**src/rtl/core/ostp_pkg.sv**
```systemverilog
// Package with shared types and codes for the one-shot timer pool.
`default_nettype none
package ostp_pkg;
    typedef enum logic [1:0] {
        OP_ALLOC   = 2'd0,
        OP_TICK    = 2'd1,
        OP_RECOUNT = 2'd2,
        OP_FREE    = 2'd3
    } op_t;

    typedef enum logic [2:0] {
        ST_OK         = 3'd0,
        ST_EXPIRED    = 3'd1,
        ST_NO_EXPIRY  = 3'd2,
        ST_NO_SLOT    = 3'd3,
        ST_NOT_COUNT  = 3'd4,
        ST_NOT_FIRED  = 3'd5
    } status_t;

    typedef enum logic [1:0] {
        MODE_FREE     = 2'd0,
        MODE_COUNTING = 2'd1,
        MODE_FIRED    = 2'd2
    } mode_t;

    localparam int SLOT_FIELD_BITS = 4;
    localparam int OP_BITS         = 2;
    localparam int STATUS_BITS     = 3;
endpackage
`default_nettype wire

```
**src/rtl/core/one_shot_timer_pool_unit.sv**
```systemverilog
// Top level of the one-shot timer pool: cell row, free stack and control.
// Usage:
//   s_axis carries one command word: operation, slot, count, tag.
//   m_axis returns result words: status, slot, tag, with tlast on the
//   final word of each command.
//   Allocate, recount and free give one word, valid the cycle after accept.
//   A tick walks the active timers newest first, one timer per cycle
//   while the output register is not stalled, and yields one word per
//   expired timer (or one "no expiry" word). The walk runs over an age
//   rank held in each cell; the rank of a cell equals its position in
//   the active list, and older cells close up by one rank as soon as a
//   newer one expires.
//   One command is in work at a time; s_tready is low until its last
//   word has left the output register.
//   Reset frees every slot; slots are then handed out 0 to SLOTS-1 and
//   the last freed slot is reused first.
//   A stalled receiver holds the output register and pauses the walk.
`default_nettype none
module one_shot_timer_pool_unit #(
    parameter int SLOTS      = 16,
    parameter int COUNT_BITS = 16,
    parameter int TAG_BITS   = 32
) (
    input  wire logic        aclk,
    input  wire logic        aresetn,
    input  wire logic        s_tvalid,
    output logic             s_tready,
    // operation[1:0], slot[5:2], count[21:6], tag[53:22], zero fill
    input  wire logic [((22+TAG_BITS+COUNT_BITS-16)+7)/8*8-1:0] s_tdata,
    output logic             m_tvalid,
    input  wire logic        m_tready,
    // status[2:0], slot_out[6:3], tag_out[38:7], zero fill
    output logic [((7+TAG_BITS)+7)/8*8-1:0] m_tdata,
    output logic             m_tlast
);
    localparam int IDX_BITS  = $clog2(SLOTS);
    localparam int RANK_BITS = $clog2(SLOTS + 1);
    localparam int CNT_LO    = 6;
    localparam int TAG_LO    = CNT_LO + COUNT_BITS;
    localparam int M_BITS    = ((7+TAG_BITS)+7)/8*8;

    typedef enum logic [2:0] {
        S_IDLE = 3'b001,
        S_WALK = 3'b010,
        S_DONE = 3'b100
    } state_t;

    state_t state_reg, state_next;

    logic [1:0]            op;
    logic [3:0]            slot_f;
    logic [COUNT_BITS-1:0] count_f;
    logic [TAG_BITS-1:0]   tag_f;
    assign op      = s_tdata[1:0];
    assign slot_f  = s_tdata[5:2];
    assign count_f = s_tdata[TAG_LO-1:CNT_LO];
    assign tag_f   = s_tdata[TAG_LO+TAG_BITS-1:TAG_LO];

    // free stack in a small register file
    logic [IDX_BITS-1:0] fstack_reg [SLOTS];
    logic [RANK_BITS-1:0] fsp_reg, fsp_next;
    logic [RANK_BITS-1:0] nact_reg, nact_next;

    ostp_pkg::mode_t      mode_w  [SLOTS];
    logic [RANK_BITS-1:0] rank_w  [SLOTS];
    logic [TAG_BITS-1:0]  tag_w   [SLOTS];
    logic [SLOTS-1:0]     exp_w;
    logic [SLOTS-1:0]     load_v, reload_v, free_v, step_v, bump_v, drop_v;

    logic [RANK_BITS-1:0] walk_reg, walk_next;
    logic                 any_reg, any_next;
    logic [IDX_BITS-1:0]  hit_idx;
    logic                 hit_any;
    logic                 hit_exp;
    logic                 later_exp;

    logic                 out_valid_reg, out_valid_next;
    logic [2:0]           out_status_reg, out_status_next;
    logic [3:0]           out_slot_reg, out_slot_next;
    logic [TAG_BITS-1:0]  out_tag_reg, out_tag_next;
    logic                 out_last_reg, out_last_next;

    logic                 accept;
    logic                 slot_ok;
    logic [IDX_BITS-1:0]  slot_idx;
    logic [IDX_BITS-1:0]  alloc_idx;

    assign accept    = s_tvalid && s_tready;
    assign s_tready  = (state_reg == S_IDLE) && !out_valid_reg;
    assign slot_ok   = 32'(slot_f) < SLOTS;
    assign slot_idx  = IDX_BITS'(slot_f);
    assign alloc_idx = fstack_reg[fsp_reg[IDX_BITS-1:0]];

    genvar g;
    generate
        for (g = 0; g < SLOTS; g++) begin : g_cell
            ostp_cell #(
                .COUNT_BITS(COUNT_BITS),
                .TAG_BITS  (TAG_BITS),
                .RANK_BITS (RANK_BITS)
            ) u_cell (
                .aclk     (aclk),
                .aresetn  (aresetn),
                .load     (load_v[g]),
                .reload   (reload_v[g]),
                .make_free(free_v[g]),
                .tick_step(step_v[g]),
                .rank_bump(bump_v[g]),
                .rank_drop(drop_v[g]),
                .count_in (count_f),
                .tag_in   (tag_f),
                .mode     (mode_w[g]),
                .rank     (rank_w[g]),
                .tag      (tag_w[g]),
                .expiring (exp_w[g])
            );
        end
    endgenerate

    // find the active cell at the current walk rank
    always_comb begin
        hit_idx   = '0;
        hit_any   = 1'b0;
        later_exp = 1'b0;
        for (int i = 0; i < SLOTS; i++) begin
            if (mode_w[i] == ostp_pkg::MODE_COUNTING && rank_w[i] == walk_reg) begin
                hit_idx = IDX_BITS'(i);
                hit_any = 1'b1;
            end
            if (exp_w[i] && rank_w[i] > walk_reg) begin
                later_exp = 1'b1;
            end
        end
        hit_exp = hit_any && exp_w[hit_idx];
    end

    always_comb begin
        state_next      = state_reg;
        fsp_next        = fsp_reg;
        nact_next       = nact_reg;
        walk_next       = walk_reg;
        any_next        = any_reg;
        out_valid_next  = out_valid_reg && !m_tready;
        out_status_next = out_status_reg;
        out_slot_next   = out_slot_reg;
        out_tag_next    = out_tag_reg;
        out_last_next   = out_last_reg;
        load_v   = '0;
        reload_v = '0;
        free_v   = '0;
        step_v   = '0;
        bump_v   = '0;
        drop_v   = '0;
        unique case (state_reg)
            S_IDLE: begin
                if (accept) begin
                    out_valid_next = 1'b1;
                    out_tag_next   = '0;
                    out_last_next  = 1'b1;
                    out_slot_next  = slot_f;
                    out_status_next = ostp_pkg::ST_OK;
                    unique case (ostp_pkg::op_t'(op))
                        ostp_pkg::OP_ALLOC: begin
                            if (fsp_reg == RANK_BITS'(SLOTS)) begin
                                out_status_next = ostp_pkg::ST_NO_SLOT;
                                out_slot_next   = '0;
                            end else begin
                                load_v[alloc_idx] = 1'b1;
                                for (int i = 0; i < SLOTS; i++) begin
                                    if (mode_w[i] == ostp_pkg::MODE_COUNTING) begin
                                        bump_v[i] = 1'b1;
                                    end
                                end
                                fsp_next      = fsp_reg + RANK_BITS'(1);
                                nact_next     = nact_reg + RANK_BITS'(1);
                                out_slot_next = 4'(alloc_idx);
                            end
                        end
                        ostp_pkg::OP_TICK: begin
                            out_valid_next = 1'b0;
                            walk_next      = '0;
                            any_next       = 1'b0;
                            state_next     = S_WALK;
                        end
                        ostp_pkg::OP_RECOUNT: begin
                            if (!slot_ok ||
                                mode_w[slot_idx] != ostp_pkg::MODE_COUNTING) begin
                                out_status_next = ostp_pkg::ST_NOT_COUNT;
                            end else begin
                                reload_v[slot_idx] = 1'b1;
                            end
                        end
                        ostp_pkg::OP_FREE: begin
                            if (!slot_ok ||
                                mode_w[slot_idx] != ostp_pkg::MODE_FIRED) begin
                                out_status_next = ostp_pkg::ST_NOT_FIRED;
                            end else begin
                                free_v[slot_idx] = 1'b1;
                                fsp_next = fsp_reg - RANK_BITS'(1);
                            end
                        end
                        default: ;
                    endcase
                end
            end
            S_WALK: begin
                if (walk_reg >= nact_reg) begin
                    state_next = S_DONE;
                end else if (!out_valid_reg || m_tready) begin
                    step_v[hit_idx] = hit_any;
                    if (hit_exp) begin
                        out_valid_next  = 1'b1;
                        out_status_next = ostp_pkg::ST_EXPIRED;
                        out_slot_next   = 4'(hit_idx);
                        out_tag_next    = tag_w[hit_idx];
                        out_last_next   = !later_exp;
                        nact_next       = nact_reg - RANK_BITS'(1);
                        any_next        = 1'b1;
                        // older cells close up behind the removed one
                        for (int i = 0; i < SLOTS; i++) begin
                            if (mode_w[i] == ostp_pkg::MODE_COUNTING &&
                                rank_w[i] > walk_reg) begin
                                drop_v[i] = 1'b1;
                            end
                        end
                    end else begin
                        walk_next = walk_reg + RANK_BITS'(1);
                    end
                end
            end
            S_DONE: begin
                if (!out_valid_reg || m_tready) begin
                    if (!any_reg) begin
                        out_valid_next  = 1'b1;
                        out_status_next = ostp_pkg::ST_NO_EXPIRY;
                        out_slot_next   = '0;
                        out_tag_next    = '0;
                        out_last_next   = 1'b1;
                        state_next      = S_IDLE;
                    end else begin
                        state_next = S_IDLE;
                    end
                end
            end
            default: state_next = S_IDLE;
        endcase
    end

    always_ff @(posedge aclk) begin
        if (!aresetn) begin
            state_reg     <= S_IDLE;
            fsp_reg       <= '0;
            nact_reg      <= '0;
            out_valid_reg <= 1'b0;
            walk_reg      <= '0;
            any_reg       <= 1'b0;
            for (int i = 0; i < SLOTS; i++) begin
                fstack_reg[i] <= IDX_BITS'(i);
            end
        end else begin
            state_reg     <= state_next;
            fsp_reg       <= fsp_next;
            nact_reg      <= nact_next;
            out_valid_reg <= out_valid_next;
            walk_reg      <= walk_next;
            any_reg       <= any_next;
            if (state_reg == S_IDLE && accept && op == ostp_pkg::OP_FREE &&
                free_v[slot_idx]) begin
                fstack_reg[fsp_next[IDX_BITS-1:0]] <= slot_idx;
            end
        end
        out_status_reg <= out_status_next;
        out_slot_reg   <= out_slot_next;
        out_tag_reg    <= out_tag_next;
        out_last_reg   <= out_last_next;
    end

    assign m_tvalid = out_valid_reg;
    assign m_tlast  = out_last_reg;
    assign m_tdata  = M_BITS'({out_tag_reg, out_slot_reg, out_status_reg});

    property p_ready_idle;
        @(posedge aclk) disable iff (!aresetn) s_tready |-> state_reg == S_IDLE;
    endproperty
    a_ready_idle: assert property (p_ready_idle) else $error("ready outside idle");

    property p_fsp_range;
        @(posedge aclk) disable iff (!aresetn) fsp_reg <= RANK_BITS'(SLOTS);
    endproperty
    a_fsp_range: assert property (p_fsp_range) else $error("free stack overflow");

    property p_nact_range;
        @(posedge aclk) disable iff (!aresetn) nact_reg <= RANK_BITS'(SLOTS);
    endproperty
    a_nact_range: assert property (p_nact_range) else $error("active count overflow");
endmodule
`default_nettype wire

```
**src/rtl/core/ostp_cell.sv**
```systemverilog
// One timer cell: mode, count, tag and age rank of a single slot.
`default_nettype none
module ostp_cell #(
    parameter int COUNT_BITS = 16,
    parameter int TAG_BITS   = 32,
    parameter int RANK_BITS  = 5
) (
    input  wire logic                  aclk,
    input  wire logic                  aresetn,
    input  wire logic                  load,
    input  wire logic                  reload,
    input  wire logic                  make_free,
    input  wire logic                  tick_step,
    input  wire logic                  rank_bump,
    input  wire logic                  rank_drop,
    input  wire logic [COUNT_BITS-1:0] count_in,
    input  wire logic [TAG_BITS-1:0]   tag_in,
    output ostp_pkg::mode_t            mode,
    output logic [RANK_BITS-1:0]       rank,
    output logic [TAG_BITS-1:0]        tag,
    output logic                       expiring
);
    ostp_pkg::mode_t         mode_reg, mode_next;
    logic [COUNT_BITS-1:0]   count_reg, count_next;
    logic [TAG_BITS-1:0]     tag_reg, tag_next;
    logic [RANK_BITS-1:0]    rank_reg, rank_next;

    assign expiring = (mode_reg == ostp_pkg::MODE_COUNTING) &&
                      (count_reg <= COUNT_BITS'(1));

    always_comb begin
        mode_next  = mode_reg;
        count_next = count_reg;
        tag_next   = tag_reg;
        rank_next  = rank_reg;
        if (load) begin
            mode_next  = ostp_pkg::MODE_COUNTING;
            count_next = count_in;
            tag_next   = tag_in;
            rank_next  = '0;
        end else if (reload) begin
            count_next = count_in;
        end else if (make_free) begin
            mode_next = ostp_pkg::MODE_FREE;
        end else if (tick_step) begin
            if (expiring) begin
                mode_next  = ostp_pkg::MODE_FIRED;
                count_next = '0;
            end else begin
                count_next = count_reg - COUNT_BITS'(1);
            end
        end
        if (rank_bump && !load) begin
            rank_next = rank_reg + RANK_BITS'(1);
        end else if (rank_drop && !load) begin
            rank_next = rank_reg - RANK_BITS'(1);
        end
    end

    always_ff @(posedge aclk) begin
        if (!aresetn) begin
            mode_reg <= ostp_pkg::MODE_FREE;
            rank_reg <= '0;
        end else begin
            mode_reg <= mode_next;
            rank_reg <= rank_next;
        end
        count_reg <= count_next;
        tag_reg   <= tag_next;
    end

    assign mode = mode_reg;
    assign rank = rank_reg;
    assign tag  = tag_reg;
endmodule
`default_nettype wire

```
**config.mk**
```make
export PLATFORM = sky130hd
export DESIGN_NAME = one_shot_timer_pool_unit
export DESIGN_NICKNAME = d
export VERILOG_FILES = /design/src/rtl/core/ostp_pkg.sv /design/src/rtl/core/one_shot_timer_pool_unit.sv /design/src/rtl/core/ostp_cell.sv
export SDC_FILE = /design/constraint.sdc
export NUM_CORES = 2
export LEC_CHECK = 0
export BUFFER_PORTS_ARGS = -buffer_cell sky130_fd_sc_hd__buf_4
export CAP_MARGIN = 20
export CORE_ASPECT_RATIO = 0.5
export CORE_MARGIN = 2
export CORE_UTILIZATION = 46
export DETAILED_ROUTE_END_ITERATION = 16
export SLEW_MARGIN = 20
export SYNTH_ARGS = -nofsm -noshare
export SYNTH_HDL_FRONTEND = slang
export SYNTH_HIERARCHICAL = 1
export SYNTH_SLANG_ARGS = --single-unit
export TNS_END_PERCENT = 50
```
**constraint.sdc**
```tcl
create_clock -name aclk -period 11.35 [get_ports aclk]
set_input_delay 1.7025 -clock aclk [delete_from_list [all_inputs] [get_ports aclk]]
set_output_delay 1.7025 -clock aclk [all_outputs]
set_load 0.02 [all_outputs]
```
== Word level (Yosys, flattened, before mapping) ==
Memory sizes are Yosys's and may differ from the RTL's. A register that Yosys moved wholly into a read port is not among the register bits.
Cells that the tools add are included.

* Input bits: 60
* Memories: 1
* Output and inout port bits: 43
* Register bits after elaboration: 940
* Logic and storage cells: 994
* RAM bits: 64

* Equal/unequal tests: 86
* Bitwise logic cells: 20
* Reductions and logical operators: 297
* Magnitude comparators: 41
* $add $sub $neg: 53
* Mux-type cells: 405

{| class="wikitable"
|+ Memory list
! memory !! words !! bits a word !! read ports !! clocked after Yosys merged registers in !! write ports !! line !! text
|-
| fstack_reg || 16 || 4 || 1 || 1 || 16 || one_shot_timer_pool_unit.sv:60 || <nowiki>logic [IDX_BITS-1:0] fstack_reg [SLOTS];</nowiki>
|}

{| class="wikitable"
|+ Operators by type and width
! cell !! count
|-
| $mux W16 || 103
|-
| $mux W5 || 61
|-
| $le A16 B1 Y1 const B || 16
|-
| $mux W32 || 8
|-
| $sub A16 B1 Y16 const B || 16
|-
| $reduce_bool A3 Y1 || 65
|-
| $bmux W32 S4 || 1
|-
| $mux W1 || 125
|-
| $mux W4 || 27
|-
| $logic_and A1 B1 Y1 || 106
|-
| $mux W2 || 51
|-
| $pmux W32 S3 || 1
|-
| $reduce_and A3 Y1 || 32
|-
| $add A5 B1 Y5 const B || 19
|-
| $sub A5 B1 Y5 const B || 18
|-
| $eq A5 B5 Y1 || 16
|-
| $gt A5 B5 Y1 || 16
|-
| $reduce_bool A2 Y1 || 34
|-
| $ne A2 B2 Y1 const B || 28
|-
| $ne A3 B3 Y1 const B || 16
|-
| $mux W3 || 12
|-
| $eq A2 B1 Y1 const B || 17
|-
| $reduce_and A2 Y1 || 16
|-
| $reduce_or A2 Y1 || 16
|-
| 29 further kinds || 82
|}

== Longest topological paths before layout ==
* Depth in word-level cells: 29
* Depth in mapped cells: 20
* Depth with buffers taken out: 16

== Hierarchy ==
Netlist, hierarchy kept.

{| class="wikitable"
|+ Modules (own cells, without submodules)
! module !! area an instance (sq um) !! times used !! sequential area each (sq um) !! cells an instance
|-
| ostp_cell at g_cell[12].u_cell ... || 2357.3 || 11 || 1581.5 || 180
|-
| one_shot_timer_pool_unit || 12986.2 || 1 || 3523.4 || 1434
|-
| ostp_cell at g_cell[0].u_cell ... || 2349.8 || 3 || 1581.5 || 175
|-
| ostp_cell at g_cell[7].u_cell ... || 2374.8 || 2 || 1581.5 || 180
|}

== Worst setup path before layout ==
OpenSTA, ideal clock, no wires.

* Kind: input -> register
* Start point: input s_tdata[0]
* End point: register g_cell[14].u_cell.count_reg[0], enable pin
* Required time: 10.939 ns
* Path buffers: 1
* Setup slack: 5.275 ns
* Setup time: 0.411 ns
* Data arrival time: 5.664 ns
* Stages on the path: 10
* Path through: inv_1 -> ha_1 -> a21boi_1 -> and2_1 -> nand2_1 -> or2_2 -> nor2_1 -> nor2_1 -> clkbuf_1 -> o21ai_0

* Longest elaborated chain between the ends: 6
* Elaborated cells on any way between the ends: 15
* Classes of those cells: eq/ne (3); mux (9); reduce/logical (3)

{| class="wikitable"
|+ Ends and longest elaborated chain
! what !! line !! text
|-
| from (decl) || one_shot_timer_pool_unit.sv:29 || <nowiki>input wire logic [((22+TAG_BITS+COUNT_BITS-16)+7)/8*8-1:0] s_tdata,</nowiki>
|-
| $logic_not A2 Y1 * || one_shot_timer_pool_unit.sv:162 || <nowiki>unique case (ostp_pkg::op_t'(op))</nowiki>
|-
| $mux W16 * || one_shot_timer_pool_unit.sv:162 ||
|-
| $mux W16 * || one_shot_timer_pool_unit.sv:156 || <nowiki>if (accept) begin</nowiki>
|-
| $mux W16 * || one_shot_timer_pool_unit.sv:154 || <nowiki>unique case (state_reg)</nowiki>
|-
| named net load_v[14] || one_shot_timer_pool_unit.sv:68 || <nowiki>logic [SLOTS-1:0] load_v, reload_v, free_v, step_v, bump_v, drop_v;</nowiki>
|-
| $ne A3 B3 Y1 (no source line) / $reduce_bool A3 Y1 (equally long branches) || n/a ||
|-
| $reduce_and A2 Y1 (no source line) * || n/a ||
|-
| to (signal assigned) || ostp_cell.sv:68 || <nowiki>count_reg <= count_next;</nowiki>
|-
| to (decl) || ostp_cell.sv:24 || <nowiki>logic [COUNT_BITS-1:0] count_reg, count_next;</nowiki>
|}

Mark *: on every way through the listed nets, which the timed path passes. The rest lies on a longest branch.
A chain may end at the register's enable or synchronous reset.

== Worst setup path after layout ==
* Start point: register walk_reg[2]
* End point: register g_cell[1].u_cell.rank_reg[3]

* Longest elaborated chain between the ends: 27
* Elaborated cells on any way between the ends: 78
* Classes of those cells: order compare (2); eq/ne (16); mux (40); reduce/logical (20)

{| class="wikitable"
|+ Ends and longest elaborated chain
! what !! line !! text
|-
| from (decl) || one_shot_timer_pool_unit.sv:70 || <nowiki>logic [RANK_BITS-1:0] walk_reg, walk_next;</nowiki>
|-
| from (signal assigned) || one_shot_timer_pool_unit.sv:265 || <nowiki>walk_reg <= walk_next;</nowiki>
|-
| $eq A5 B5 Y1 || one_shot_timer_pool_unit.sv:126 || <nowiki>if (mode_w[i] == ostp_pkg::MODE_COUNTING && rank_w[i] == walk_reg) begin</nowiki>
|-
| $logic_and A1 B1 Y1 || one_shot_timer_pool_unit.sv:126 ||
|-
| $mux W1 || one_shot_timer_pool_unit.sv:126 ||
|-
| $mux W4 (14 in series) || one_shot_timer_pool_unit.sv:126 ||
|-
| $bmux W1 S4 || one_shot_timer_pool_unit.sv:134 || <nowiki>hit_exp = hit_any && exp_w[hit_idx];</nowiki>
|-
| $mux W1 (implied by the code) || one_shot_timer_pool_unit.sv:134 ||
|-
| $logic_and A1 B1 Y1 || one_shot_timer_pool_unit.sv:134 ||
|-
| $mux W16 || one_shot_timer_pool_unit.sv:211 || <nowiki>if (hit_exp) begin</nowiki>
|-
| $mux W16 || one_shot_timer_pool_unit.sv:209 || <nowiki>end else if (!out_valid_reg || m_tready) begin</nowiki>
|-
| $mux W16 * || one_shot_timer_pool_unit.sv:207 || <nowiki>if (walk_reg >= nact_reg) begin</nowiki>
|-
| $mux W16 * || one_shot_timer_pool_unit.sv:154 ||
|-
| named net drop_v[1] || one_shot_timer_pool_unit.sv:68 ||
|-
| $logic_and A1 B1 Y1 * || ostp_cell.sv:55 || <nowiki>end else if (rank_drop && !load) begin</nowiki>
|-
| $mux W5 || ostp_cell.sv:55 ||
|-
| $mux W5 || ostp_cell.sv:53 || <nowiki>if (rank_bump && !load) begin</nowiki>
|-
| to (signal assigned) || ostp_cell.sv:66 || <nowiki>rank_reg <= rank_next;</nowiki>
|-
| to (decl) || ostp_cell.sv:26 || <nowiki>logic [RANK_BITS-1:0] rank_reg, rank_next;</nowiki>
|}

Mark *: on every way through the listed nets, which the timed path passes. The rest lies on a longest branch. The select of a mux whose other input is x is not followed.

==> flow_metrics.py <==
metrics = {
    "outcome": {
        "status": "completed",
    },
    "clock_tree": {
        "cts.path.max_buffers": 3,
        "htreeDepth": 3,
        "cts_num_sinks": 1004,
        "clk_latency_ns": 0.72,
        "path_clk_slew_ns": 0.07,
        "cts_tree": "built",
        "cts-hold-fix-buffers": 0,
        "post_cts.repair.setup_buffers": 0,
        "numCtsBuffers": 94,
        "cts-root-buf": "clkbuf_16",
        "cts_resized": 0,
    },
    "worst_setup_path": {
        "cp.required_ns": 11.94,
        "crit_fanout": 36,
        "crit_type": "flip-flop to flip-flop",
        "r2r-end": "g_cell[1].u_cell/rank[3]",
        "critical_path.endpoint_type": "flip-flop",
        "path_cells": "inv_1, ha_1, nand3_1, nor3_1, nor4_4, buf_4, nand2_2, buf_4, a2bb2oi_1, o221ai_1, a21o_1, or3_1, buf_4, nor3_1, or4b_2, o21ai_0, xnor2_1, nor2_1",
        "slowest_delay_ns": 0.78,
        "start_kind": "flip-flop",
        "path_common_cell": "buf_4",
        "r2r_slack_ns": 4.67,
        "reg2reg_from": "walk_reg[2]",
        "crit_path_start": "walk_reg[2]",
        "worstPathArrival_ns": 7.27,
        "ff2ff_path_depth": 18,
        "critical_path.endpoint": "g_cell[1].u_cell/rank[3]",
        "crit_slowest_cell": "nor3_1",
    },
    "detailed_routing": {
        "num_vias": 35800,
        "drt_iter0_markers": 4263,
        "viasPerCell": 6.07,
        "drc": 0,
        "wl_per_cell_um": 24.1,
        "first_pass_iters": 9,
        "final_antenna_net_count": 0,
        "wl_um": 142000,
    },
    "global_routing": {
        "antenna_found_initial": 6,
        "gr-usage-all-layers_pct": 24.6,
        "grt.busiest_layer": "met2",
        "grt_util_met3_pct": 3.89,
        "grtUsageMet1_pct": 36.1,
        "grtUsageMet2_pct": 38.5,
        "grt_pass1_vias": 33900,
        "grt_pass1_wl_um": 212000,
        "grt_max_degree": 131,
        "grt-ovfl-total": 0,
    },
    "layout": {
        "nFillCells": 9519,
        "final_common_cell": "edfxtp_1",
        "syn_to_final_growth_pct": 11.0,
        "fin_nets": 4589,
        "layout_common_cells": "872 x edfxtp_1, 489 x nor2_1, 299 x nand2_1, 172 x inv_1, 163 x buf_4",
        "largest_reg_flops": 512,
        "regArea_um2": 28800,
        "final_layout_size_suffix_gt1_share_pct": 14.4,
        "multiInputGateArea_um2": 20500,
    },
    "yosys": {
        "yosysUniqueCellTypes": 85,
        "synthArstFlopShare_pct": 0,
        "synth_edf_count": 872,
        "yosysSeqAreaShare_pct": 56.8,
        "synth_ff_type": "edfxtp_1",
        "mappedNetlistNets": 4519,
        "synth_area_per_cell_um2": 11.8,
        "synth_area_um2": 50700,
        "ys_warn_count": 6,
        "synth_cells": 4299,
        "ys_ff_latch": 1004,
    },
    "floorplanning": {
        "pin_count": 103,
        "die_w_um": 474,
        "num_rows": 86,
        "die_h_um": 239,
        "die_area_um2": 113000,
        "initial_core_util_pct": 46.2,
        "fp.coreArea_um2": 110000,
    },
    "sta": {
        "hold_viol": 0,
        "tightest_slew_ns": 1.08,
        "post-route-period-util_pct": 58.9,
        "finalSetupViolCount": 0,
        "slew_violations": 0,
        "tns_ns": 0,
        "relSlewSlack_pct": 27.4,
        "max_freq_ghz": 0.150,
        "worst_clock_skew_ns": 0.0335,
        "min_period_ns": 6.68,
        "rsz0062_at_grt": "false",
    },
    "placed_design": {
        "routabilityCongestion": 0.927,
        "hpwl_um": 85000,
        "port_buffers": 99,
    },
    "power": {
        "ir_drop_uv": 105,
        "p_leak_nw": 18.9,
        "p_total_w": 0.00772,
        "power_density_nw_per_um2": 137,
    },
    "hold_path": {
        "hold_class": "flip-flop to flip-flop",
    },
    "flow_run": {
        "maxCapViolCount": 0,
    },
}
==> area by class of cell <==
cell class	count	area share, %
diodes	1	0.00444
clock buffers	125	4.51
clock inverters	47	1.18
inverters	175	1.17
multi-input cells	2930	36.5
flip-flops and latches	1004	51.2
well taps	1452	3.23
repair buffers	164	2.21
==> where the power goes <==
part / leakage, nW / switching (W) / internal (W)
clock: 1.55 / 0.00145 / 0.00190
combinational: 8.36 / 0.000229 / 0.0000977
sequential: 8.99 / 0.0000149 / 0.00403
==> cell families after synthesis <==
logic type      share of synthesized area, %
xor+xnor                                4.84
compound gates                          11.3
other cells                          0.00739
mux                                     4.09
fa+ha+maj                               3.96
buf+inv                                 3.01
flops                                   56.8
simple gates                            16.0
==> worst min path at each step <==
stage	depth (start not counted)	to	from	slack (ns)
detailed placement	2	nact_reg[4]	nact_reg[4]	0.46
global placement	2	nact_reg[4]	nact_reg[4]	0.44
CTS	2	nact_reg[4]	nact_reg[4]	0.48
finish	2	nact_reg[4]	nact_reg[4]	0.47
global route	2	nact_reg[4]	nact_reg[4]	0.48
floorplan	2	nact_reg[4]	nact_reg[4]	0.43
==> critical path: cells and delay by family (launching register included) <==
family / cells / cell delay, ns
simple gates: 8 / 3.02
buf+inv: 4 / 1.70
compound gates: 4 / 0.80
fa+ha+maj: 1 / 0.48
flops: 1 / 0.38
xor+xnor: 1 / 0.14
==> routing by layer <==
metal | part of all wire, % | vias to the layer above
met5 | 0.0070 | -
met4 | 2.2 | 2
met3 | 7.2 | 204
met2 | 45 | 1248
met1 | 45 | 17800
li1 | - | 16500
==> stage by stage <==
step | utilization (%) | cells | hold slack (ns) | cell area (um^2) | worst slack, ns
2_1_floorplan | - | 4299 | 0.435 | 50700 | 5.28
3_3_place_gp | 48.3 | 5722 | 0.445 | 53000 | 4.86
3_5_place_dp | 48.3 | 5722 | 0.462 | 53000 | 4.72
4_1_cts | 51.3 | 5894 | 0.475 | 56300 | 4.70
5_1_grt | 51.3 | 5898 | 0.482 | 56300 | 4.39
6_report | 51.3 | 5898 | 0.471 | 56300 | 4.67
==> synth_stat cells (all sizes together) (52+ instances only) <==
cell	number	area, um^2
edfxtp	872	26200
nor2	509	1930
nand2	302	1130
inv	173	649
xnor2	162	1420
ha	159	1990
nor3	156	837
clkbuf	135	527
dfxtp	132	2640
a222oi	128	1280
mux2	128	1440
xor2	118	1030
a211oi	115	948
o21ai	114	578
o31ai	104	781
nand3	103	546
a21oi	90	450
nor4	89	885
o22ai	89	557
buf	55	343
nor2b	52	333
No activity file was read; power rests on OpenSTA's default activity.
